==> src/sv/dss_ram.sv <==
// Generic single-write, single-read synchronous RAM with registered read data.
// No dependencies.
`timescale 1ns / 1ps

module dss_ram #(
  parameter int WIDTH = 32,
  parameter int DEPTH = 36
) (
  input  logic                     clk,
  input  logic                     we,
  input  logic [$clog2(DEPTH)-1:0] waddr,
  input  logic [WIDTH-1:0]         wdata,
  input  logic [$clog2(DEPTH)-1:0] raddr,
  output logic [WIDTH-1:0]         rdata
);

  logic [WIDTH-1:0] mem [DEPTH];

  // Write port and registered read port
  always_ff @(posedge clk) begin
    if (we) begin
      mem[waddr] <= wdata;
    end
    rdata <= mem[raddr];
  end

endmodule

==> config.mk <==
export PLATFORM = sky130hd
export DESIGN_NAME = dss_ram
export DESIGN_NICKNAME = d
export VERILOG_FILES = /design/src/sv/dss_ram.sv
export SDC_FILE = /design/constraint.sdc
export NUM_CORES = 1
export LEC_CHECK = 0
export BUFFER_PORTS_ARGS = -buffer_cell sky130_fd_sc_hd__buf_2
export CAP_MARGIN = 20
export CORE_MARGIN = 2
export CORE_UTILIZATION = 35
export CTS_CLUSTER_SIZE = 12
export DETAILED_ROUTE_END_ITERATION = 7
export PLACE_DENSITY = 0.48
export SYNTH_ARGS = -nofsm -noshare
export SYNTH_HDL_FRONTEND = slang
export SYNTH_SLANG_ARGS = --single-unit
==> constraint.sdc <==
create_clock -name clk -period 4.4 [get_ports clk]
set_clock_uncertainty 0.2 [all_clocks]
set_input_delay 1.1 -clock clk [delete_from_list [all_inputs] [get_ports clk]]
set_output_delay 1.1 -clock clk [all_outputs]
set_load 0.03 [all_outputs]
Word-level counts from Yosys, hierarchy flattened
Memory sizes are Yosys's and may differ from the RTL's. A register that Yosys moved wholly into a read port is not among the register bits.
Index checks and enable logic that the tools add are counted.
Widths: inputs -> output; s select.
- multiplexer cells: 2
- reduce and logical (&&, ||, !) cells: 0
- bitwise logic cells: 0
- div/mod/pow operators: 0
- $lt $le $gt $ge: 0
- add/sub/neg operators: 0
- shift operators: 0
- $mul: 0
- equality and inequality tests: 0
- operator list (kind ; number):
    $mux 1 ; 2
- memories kept: 1
- RAM bits: 1152
- output and inout port bits: 32
- bits in registers: 0
- latch bits: 0
- ROM bits: 0
- memories (memory ; depth ; width ; read ports ; clocked after memory_dff ; wr ports ; line ; text):
    mem ; 36 ; 32 ; 1 ; 1 ; 1 ; 17 ; logic [WIDTH-1:0] mem [DEPTH];

Depth between registers and ports, before layout
- depth in word-level cells: 2
- gate-level depth with buffers: 8
- gate-level depth less buffers: 5

Worst setup path after synthesis
No wires, ideal clock.
- path type: input to register
- start: input port waddr[2]
- end: memory mem[25][0], enable pin
- data arrival time: 3006 ps
- slack: 773 ps
- data required time: 3779 ps
- stages on the path: 2
- cell sequence: or3b_2 > nor2_1
- RTL lines (item ; line ; text):
    start: declaration ; 11 ; input logic [$clog2(DEPTH)-1:0] waddr,
    end: declaration ; 17 ;
No word-level cell before the write port.

==> run summary <==
Summing every instance area after synthesis gives 45700 sq um. The most critical setup path has its endpoint at rdata[3]. Once detail routing completed, the nets flagged for antenna violations numbered 0. In the final routed layout, each cell accounts on average for 29.5 um. The startpoint identified for the worst register-to-register timing path is mem[29][3]. The class of the worst hold path was reg -> reg. For the data arrival time of the worst path, the log shows 3520 ps. In this run the worst path has a maximum fanout of 35.

Counting flops with an async set or reset pin after synthesis yields a share of 0%. Entering global routing, the biggest net connects 68 pins. The worst path meets setup with 1250 ps of slack. The design draws 23600 uW. The clock passes through at most 3 buffers.

The multi-input combinational cells in the finished layout cover a total of 9990 sq um. For this run, the register share of the synthesized area comes to 77.1%. Fill cells in the final layout number 11500. The worst slack at placement was 529 ps; the final cell count without fillers was 4383. Average cell area after synthesis: 19.5 sq um. For this run, the slowest stage of the critical path takes 680 ps. TritonCTS built the clock tree. End of the worst register-to-register path: rdata[3]. The number of global-route vias before repair came out at 23800.

Across the whole layout, storage elements account for 35200 sq um. The total power per unit cell area works out to 446 nW/um^2. During placement, the flow inserted port buffers numbering 77.

The tools report the initial DRC count as 2159. The launching element of the worst setup path was raddr[1]. The post-cts sizing count was 0; the I/O pin count was 78. Of all cell types, the one taking the most synthesized area is sky130_fd_sc_hd__edfxtp_1. The startpoint class of the critical path is an input pin. Synthesis produced 2345 cells.

Traced cell by cell, the critical path runs through buf_2, nor2b_4, buf_12, buf_4, a22o_1, a221oi_1, o22ai_1, o41ai_2. The cell depth of the worst min-delay path came out at 3. The run gives 0 as the post-CTS repair timing setup buffer count.

For this run, the number of Yosys warnings is 0. The number of clock buffers added by TritonCTS is 120. The number of max-cap violations is 0. Cell chosen for the clock root: sky130_fd_sc_hd__clkbuf_16. Cells with a size suffix above 1 make up 20.3% of the layout. Clock latency on the worst-skew pair: 760 ps. The run finished with clean final reports. The final sum of negative setup slack is 0 ps.

Row count: 132. The number of design rule violations left after detail routing came out at 0. The count of TritonRoute iterations in the first routing pass came out at 7. Most used flip-flop cell after synthesis: sky130_fd_sc_hd__edfxtp_1. Summed over all nets, the half-perimeter wirelength after detailed placement is 75.0 mm.

The number of levels the H-tree was split into came out at 3. The net count of the finished layout was 2587; the overall die width was 365 um. The die is 365 um tall. In this run, synthesis produced a sequential element count of 1184. Final hold analysis gives a worst-case slack of 462 ps.

The final critical-path share of the clock period is 71.5%, and the wire length of the first global-routing pass is 182 mm. The maximum vdd drop is 0.338 mV. Headroom to the max-slew limit came out at 34.4%. Across all layers, the routed design uses 23300 vias.

The category of the critical setup timing path is in -> reg. In this run the static leakage power is 0.0179 uW. The start point of the worst min-delay path is mem[32][9]. For the worst flop-to-flop path, the logic depth is 5. Among all stages on the critical path, the largest delay is contributed by sky130_fd_sc_hd__o41ai_2.

Synthesized netlist net count: 2391. In this run, synthesis inferred 1152 flip-flops with an integrated enable. The required time of the critical path came out at 4770 ps.

Summed over all layers, the routed wires come to 129 mm. Setup violations remaining at the end of the flow were counted as 0. After layout, the minimum clock period comes to 3150 ps.

Once the floorplan was initialized, standard cells occupied 35.3% of the core. Counting every sink on the clock net gives 1184. In the routed layout, each cell is associated on average with a via count of 5.32. The total routing resource utilization after global routing was 19.4%. By area the synthesized netlist is led by sky130_fd_sc_hd__edfxtp_1 76%, sky130_fd_sc_hd__mux2i_1 11%, sky130_fd_sc_hd__a22oi_1 2.1%. The initial antenna violation count was 7. The netlist uses 28 different library cells.

The die covers 134000 sq um. Setup repair after global routing left no endpoint under its margin. At the end of routability-driven placement, the weighted congestion stood at 0.761. Relative to the synthesized area, the layout overhead comes to 15.7%. STA classifies the critical path endpoint as a register.

The clock-pin slew on the worst setup and hold paths was 60 ps. The standard cell core area came out at 130000 sq um. The tools report the number of max-slew violations in the final report as 0.

The final hold violation count is 0. The count of hold-fix buffers inserted at cts was 0; the fraction of synthesized cell area taken by the top area cell type was 75.7%. The number of placed cells counting well taps came out at 4161. For this run the aggregate overflow at the end of global routing stands at 0.

The slew at the pin closest to its max-slew limit was 984 ps; the maximum clock frequency was 318 MHz. The worst register-to-register path has a setup slack of 2120 ps.
-- metrics by stage --
| step | cell area [sq um] | util [%] |
|---|---|---|
| final | 52900 | 40.8 |
| after global routing | 52900 | 40.8 |
| after CTS | 52900 | 40.8 |
| after detailed placement | 49100 | 37.9 |
| after global placement | 49100 | 37.9 |
| after floorplan | 45700 | - |
-- logic make-up (layout without fill, tap and decap cells) --
group	count (synthesis)	after routing	synth area share, %
DFF	1184	1184	77.1
muxes	544	544	12.8
AOI/OAI and AO/OA	384	384	7.53
buffers and inverters	141	436	1.76
and+or+nand+nor	92	92	0.870
other	0	1	0
-- final cells by class --
cell class | instances | share of cell area (%)
Antenna cell | 1 | 0.00473
Timing Repair Buffer | 215 | 3.25
Clock inverter | 32 | 0.638
Clock buffer | 189 | 6.52
Tap cell | 1742 | 4.12
Multi-Input combinational cell | 1020 | 18.9
Sequential cell | 1184 | 66.6
-- cells in the final DEF, fill, tap and decap left out, drive strengths merged, types with 35 or more instances in the layout --
cell type,count
nor2,39
edfxtp,1152
a22o,64
clkbuf,189
nand2,35
mux2i,512
a221oi,64
a21oi,64
buf,215
a22oi,128
-- cells in the mapped netlist, types with 2 or more instances --
cell type,count
sky130_fd_sc_hd__nand3b_1,5
sky130_fd_sc_hd__a21oi_1,64
sky130_fd_sc_hd__a22o_1,64
sky130_fd_sc_hd__clkbuf_4,4
sky130_fd_sc_hd__nor2_1,39
sky130_fd_sc_hd__nand3_1,3
sky130_fd_sc_hd__a221oi_1,13
sky130_fd_sc_hd__buf_4,20
sky130_fd_sc_hd__nand2b_1,2
sky130_fd_sc_hd__buf_2,30
sky130_fd_sc_hd__nor2b_1,3
sky130_fd_sc_hd__clkbuf_1,58
sky130_fd_sc_hd__o41ai_2,32
sky130_fd_sc_hd__buf_1,10
sky130_fd_sc_hd__a22oi_1,128
sky130_fd_sc_hd__buf_6,17
sky130_fd_sc_hd__dfxtp_1,32
sky130_fd_sc_hd__mux4_2,32
sky130_fd_sc_hd__a221oi_2,51
sky130_fd_sc_hd__mux2i_1,512
sky130_fd_sc_hd__edfxtp_1,1152
sky130_fd_sc_hd__o22ai_1,32
sky130_fd_sc_hd__or3b_2,2
sky130_fd_sc_hd__buf_8,2
sky130_fd_sc_hd__nand2_1,35
-- power breakdown --
group          leakage [uW]  switching (uW)  internal [uW]
clock network       0.00184            4190           5590
logic               0.00547             877            432
registers            0.0106            63.2          12500
total                0.0179            5130          18500
-- sequential cells by signal (all words and copies together) (netlist names) --
name   cells
rdata     32
mem     1152
-- worst min-delay path by stage --
stage,to,slack [ps]
2_1_floorplan,rdata[0],430
3_3_place_gp,rdata[30],440
3_5_place_dp,rdata[25],450
4_1_cts,rdata[25],460
5_1_grt,rdata[9],480
6_report,rdata[9],460
-- worst max-delay path: cells and delay by family --
family                 cells  cell delay, ps
and+or+nand+nor            1             100
AOI/OAI and AO/OA          4            1500
buffers and inverters      3             730
-- layer usage --
layer | track usage, % | vias up | share of wire [%]
met1 | 27.2 | 12500 | 45
met5 | 0 | - | 0
li1 | - | 10100 | -
met2 | 31.8 | 612 | 48
met4 | 5.04 | 0 | 1.9
met3 | 2.45 | 143 | 4.7
No activity file was read; power rests on OpenSTA's default activity.
