<file path="config.mk">
export PLATFORM = sky130hd
export DESIGN_NAME = dss_mac
export DESIGN_NICKNAME = d
export VERILOG_FILES = /design/src/sv/dss_pkg.sv /design/src/sv/dss_mac.sv
export SDC_FILE = /design/constraint.sdc
export NUM_CORES = 2
export LEC_CHECK = 0
export ABC_AREA = 1
export BUFFER_PORTS_ARGS = -buffer_cell sky130_fd_sc_hd__buf_2
export CAP_MARGIN = 20
export CORE_MARGIN = 2
export CORE_UTILIZATION = 43
export DETAILED_ROUTE_END_ITERATION = 10
export GPL_TIMING_DRIVEN = 0
export SLEW_MARGIN = 20
export SYNTH_ARGS = -nofsm -noshare
export SYNTH_HDL_FRONTEND = slang
export SYNTH_SLANG_ARGS = --single-unit
</file>
<file path="constraint.sdc">
create_clock -name clk -period 10 [get_ports clk]
set_clock_uncertainty 0.05 [all_clocks]
set_input_delay 1.5 -clock clk [delete_from_list [all_inputs] [get_ports clk]]
set_output_delay 1.5 -clock clk [all_outputs]
set_load 0.02 [all_outputs]
</file>
<file path="src/sv/dss_pkg.sv">
// Shared types and constants for the discrete state-space step block.
// No dependencies; used by the top level, the MAC unit and the checker.
`timescale 1ns / 1ps

package dss_pkg;

  // Fixed field widths of the stream payload
  localparam int ADDR_W    = 6;
  localparam int DATA_W    = 32;
  localparam int S_TDATA_W = 104;
  localparam int M_TDATA_W = 64;

  // Sample sequencer states
  typedef enum logic [1:0] {
    ST_IDLE,
    ST_RUN,
    ST_DRAIN
  } seq_state_t;

  // Control that travels with each operand pair into the MAC
  typedef struct packed {
    logic valid;
    logic first;
    logic last;
  } mac_tag_t;

endpackage

</file>
<file path="src/sv/dss_mac.sv">
// Shared multiply-accumulate unit: 32x32 product, arithmetic shift, wide row sum,
// saturation to 32 bits. Depends on dss_pkg.
`timescale 1ns / 1ps

module dss_mac #(
  parameter int FRAC_BITS = 16,
  parameter int TERMS     = 6
) (
  input  logic                               clk,
  input  logic                               rst,
  input  dss_pkg::mac_tag_t                  tag,
  input  logic signed [dss_pkg::DATA_W-1:0]  a,
  input  logic signed [dss_pkg::DATA_W-1:0]  b,
  output logic                               done,
  output logic signed [dss_pkg::DATA_W-1:0]  result
);

  localparam int ACC_W = 2 * dss_pkg::DATA_W - FRAC_BITS + $clog2(TERMS) + 1;
  localparam logic signed [ACC_W-1:0] SAT_HI = ACC_W'(64'sd2147483647);
  localparam logic signed [ACC_W-1:0] SAT_LO = ACC_W'(-64'sd2147483648);

  dss_pkg::mac_tag_t                       tag_p;
  logic signed [2*dss_pkg::DATA_W-1:0]     prod;
  logic signed [2*dss_pkg::DATA_W-1:0]     shifted;
  logic signed [ACC_W-1:0]                 term;
  logic signed [ACC_W-1:0]                 acc;

  // Product stage
  always_ff @(posedge clk) begin
    if (rst) begin
      tag_p <= '0;
    end else begin
      tag_p <= tag;
    end
    prod <= (2*dss_pkg::DATA_W)'(a) * (2*dss_pkg::DATA_W)'(b);
  end

  // Floor-rounded scaling of the product
  assign shifted = prod >>> FRAC_BITS;
  assign term    = ACC_W'(shifted);

  // Accumulate stage: restart on the first term of a row
  always_ff @(posedge clk) begin
    if (rst) begin
      done <= 1'b0;
    end else begin
      done <= tag_p.valid && tag_p.last;
    end
    if (tag_p.valid) begin
      acc <= tag_p.first ? term : acc + term;
    end
  end

  // Saturate the finished row sum
  always_comb begin
    if (acc > SAT_HI) begin
      result = 32'sh7fffffff;
    end else if (acc < SAT_LO) begin
      result = 32'sh80000000;
    end else begin
      result = signed'(acc[dss_pkg::DATA_W-1:0]);
    end
  end

endmodule

</file>
* Word level (Yosys, flattened, before mapping)
Index checks and enable logic that the tools add are counted.
Storage, ports and cells: flip-flop bits (word level) 120, bits in latches 0, RAM bits 0, ROM bits 0, bits of input ports 69, memories 0
Cells by class: $add $sub $neg 1, multiply operators 1, divide/modulo/power cells 0, $lt $le $gt $ge 2, equal/unequal tests 0, shift-type cells 0, mux-type cells 3, bitwise gates (word level) 0, reductions and logical operators 1
Operators with widths (number):
- multiplier 32 x 32 -> 64 bit | 1
- 2-to-1 mux 32 bit | 2
- adder 52 x 48 -> 52 bit | 1
- greater-than comparator 52 x 32 -> 1 bit, second input constant | 1
- less-than comparator 52 x 32 -> 1 bit, second input constant | 1
- 2-to-1 mux 52 bit | 1
- logical AND 1 bit | 1

* Depth between registers and ports, before layout
depth in word-level cells 3, gate-level depth with buffers 32, depth with buffers taken out 31

* Worst setup path before layout
No wires, ideal clock.
kind input to register, start point input port a[31] (netlist name), end point register prod[52] (netlist name), setup time 112 ps, arrival 8151 ps, setup slack 1687 ps, stages on the path 27, path buffers 1, path through clkbuf_1 > nand2_1 > inv_1 > fa_1 > inv_1 > fa_1 > inv_1 > fa_1 > fa_1 > inv_1 > fa_1 > inv_1 > fa_1 > inv_1 > fa_1 > fa_1 > inv_1 > ha_1 > nand2_1 > inv_1 > a21oi_1 > o21ai_0 > or2_2 > nor2_1 > nand2_1 > nand2_1 > nand2_1
Between the ends: word-level cells in the longest chain between the ends 1
RTL lines:
- start, declared | RTL line dss_mac.sv:12 | input logic signed [dss_pkg::DATA_W-1:0] a,
- multiplier 32 x 32 -> 64 bit | RTL line dss_mac.sv:35 | prod <= (2*dss_pkg::DATA_W)'(a) * (2*dss_pkg::DATA_W)'(b);
- end signal, assigned | RTL line dss_mac.sv:35
- end, declared | RTL line dss_mac.sv:23 | logic signed [2*dss_pkg::DATA_W-1:0] prod;
Every way passes these cells. A chain may end at the register's enable or synchronous reset.

* Worst setup path in the final report
Ends and elaborated chain as after synthesis.

==> flow_summary_export.csv <==
group,metric,value,unit
layout,drive_above_1_share,0.02761,
cts,clock_path_buffers,2,
global_route,grt_antenna_before_repair,9,
layout,final_cell_area,48510,µm²
sta,grt_setup_unrepaired,"no",
route,detail_route.vias_per_cell,5.253,
global_route,gr-usage-all-layers,0.3419,
sta,timing.final.max_slew_violations,0,
sta,final_hold_viol_count,0,
worst_setup_path,worst_ep_required_time,10220,ps
sta,timing.hold.ws,365.1,ps
yosys,synth-compound-area-share,0.03329,
sta,tmin_final,9658,ps
sta,relSlewSlack,0.09778,
layout,syn_to_final_growth,5.620,%
outcome,outcome,"finished, final reports clean",
sta,timing.final.crit_share,0.9658,
worst_setup_path,critPathMaxFanout,10,
yosys,edff_count_synth,52,
global_route,grt_pass1_wl,265.3,mm
yosys,synth_seq_area_share,0.05667,
floorplanning,die_footprint,109400,µm²
route,met3WireLength,20.32,mm
placement,placement.cell_area,48200,µm²
yosys,yosys.area_share.simple,0.2015,
floorplanning,core-area,105600,µm²
worst_setup_path,setup.worst_path.start_class,"input pin",
route,final_antenna_net_count,0,
yosys,yosys_register_bits,104,
layout,final_core_utilization,0.4595,
floorplanning,number_of_ports_placed_on_the_die_boundary,102,
yosys,netlist_area,45930,µm²
job,cap_violations,0,
global_route,pin_count_of_the_biggest_net_entering_global_routing,35,
cts,cts_setup_buffers,0,
yosys,yosys-mux-area-fraction,0,
placement,dp_hpwl,157.4,mm
route,firstDrtPassIters,6,
route,routed-wl-met2,75.46,mm
route,wl_met1,76.30,mm
sta,count_of_endpoints_failing_setup_in_the_final_report,0,
yosys,commonest_cells_in_the_synthesized_netlist,"1827 x inv_1, 1810 x nand2_1, 1082 x fa_1",
cts,clockRootBuffer,"clkbuf_16",
worst_setup_path,critical_path.endpoint_type,"flip-flop",
yosys,synth_xor_xnor_area_share,0.007438,
route,dr.max_layer_used,"met5",
route,drc_errors,0,
worst_setup_path,critPathBufInv,11,
route,vias,40070,
layout,final_nets,7606,
cts,cts_hold_buffers,0,
worst_setup_path,largest_delay_contributor_family_on_the_critical_path,"adder cells",
yosys,yosys_warnings,0,
yosys,ys_top_cells_by_area,"fa_1 47%, inv_1 15%, nand2_1 15%",
yosys,postSynth.asyncResetShare,0,
global_route,grt_overflow,0,
worst_setup_path,cpMaxStageDelayCell,"clkbuf_1",
yosys,fraction_of_the_mapped_netlist_area_in_adder_cells,0.5346,
yosys,yosys.area.top_type_share,0.4717,
cts,worstSkewPairLatency,390,ps
yosys,synth.most_common_cell,"inv_1",
yosys,syn_area_per_cell,7.513,µm²
cts,cts-buffers-inserted,9,
cts,clkSlewWorstSetupHoldPaths,80,ps
placement,place_congestion,1.039,
cts,tritoncts_num_sinks,104,
cts,cts_htree_levels,3,
floorplanning,floorplan.die.width,330.8,µm
route,drt_wl_total,182.6,mm
floorplanning,placementRows,119,
cts,cts_tree,"built",
placement,dp_cells,7606,
sta,clock.fmax,103.5,MHz
sta,max_slew.worst_pin.slew,1353,ps
worst_setup_path,critical_path_arrival,9880,ps
worst_setup_path,critPathMostFrequentCell,"inv_1",
floorplanning,die_height,330.8,µm
global_route,first_global_vias,40109,
worst_setup_path,critical_path.max_stage_delay,770,ps
yosys,synthCells,6113,
yosys,post-synth-top-area-cell,"fa_1",
worst_setup_path,worstSetupPathType,"input pin to flip-flop",
placement,quantity_of_i_o_buffers_inserted_on_ports,101,
route,routed_len_inst,23.94,µm
yosys,number_of_nets_in_the_synthesized_netlist,7495,
route,drt_first_iter_violations,4625,
yosys,synth_top_family_by_area,"adder cells",
hold_path,holdCritPathClass,"flip-flop to flip-flop",
layout,final_cell_count_no_fill,7628,
yosys,ys.flop_type,"edfxtp_1",
floorplanning,starting_utilization_of_the_core_area,0.4350,
yosys,synth.lib_cells_used.distinct,40,
final cells by class:
cell class	instances	area [µm²]
inverters	1827	6858
diodes	8	20.02
repair buffers	102	525.5
clock buffers	10	229.0
flip-flops and latches	104	2606
fillers	10867	57060
well taps	1391	1740
multi-input cells	3972	35680
plain buffers	208	795.8
clock inverters	6	51.30
worst paths after layout:
path                                from       end  slack, ps  depth (start not counted)
worst max-delay path               a[31]  prod[52]        340                         29
worst min-delay path            tag_p[0]      done        370                          2
worst max register to register    acc[0]   acc[44]       6730                         15
worst min register to register  tag_p[0]      done        370                          2
worst register-to-register path: stages, from the launching register on:
cell	delay, ps
edfxtp_1	430
ha_1	320
inv_1	100
fa_1	360
inv_1	220
nand3_1	100
nand3_1	190
nand2_1	80
nand2_1	270
nand2_1	100
nand2_1	200
nand2_1	240
nand3_1	150
nand2_1	50
nand3_1	100
nand2_1	60
repair_timing:
item / in CTS / in global routing
gates resized for setup: 0 / 7
endpoints found under the hold margin: 0 / 0
setup endpoints to repair: 0 / 13
layout by cell type, fill, tap and decap left out, types with 51 or more instances in the layout:
cell type,instances
inv_1,1827
buf_2,102
ha_1,231
o21ai_0,101
a21oi_1,139
clkbuf_1,194
fa_1,1080
nand2_1,1810
nand3_1,142
nor2_1,262
dfxtp_1,51
edfxtp_1,52
routing by layer:
layer,global-route usage,vias to the layer above
met5,0,-
met4,0.1571,10
met3,0.07252,411
met2,0.4965,2152
met1,0.4885,20028
li1,-,17469
stage by stage:
stage | TNS (ps) | setup slack (ps)
2_1_floorplan | 0 | 1687
3_3_place_gp | -734.5 | -263.2
3_5_place_dp | -902.0 | -253.3
4_1_cts | 0 | 138.3
5_1_grt | 0 | 62.70
6_report | 0 | 342.2
cell families (layout without fill, tap and decap cells):
group	after synthesis	count (layout)
adders and majority gates	1313	1313
AOI/OAI and AO/OA	284	284
xor gates and xnor gates	39	39
buffers and inverters	2037	2153
other	0	8
and+or+nand+nor	2336	2336
DFF	104	104
registers in the layout, summed over array words and instances (netlist names):
name	count
prod	48
acc	52
done	1
tag_p	3
Power is left out: the tool's default activity adds up to more than one toggle a clock period on the data nets, which glitch-free logic cannot reach.
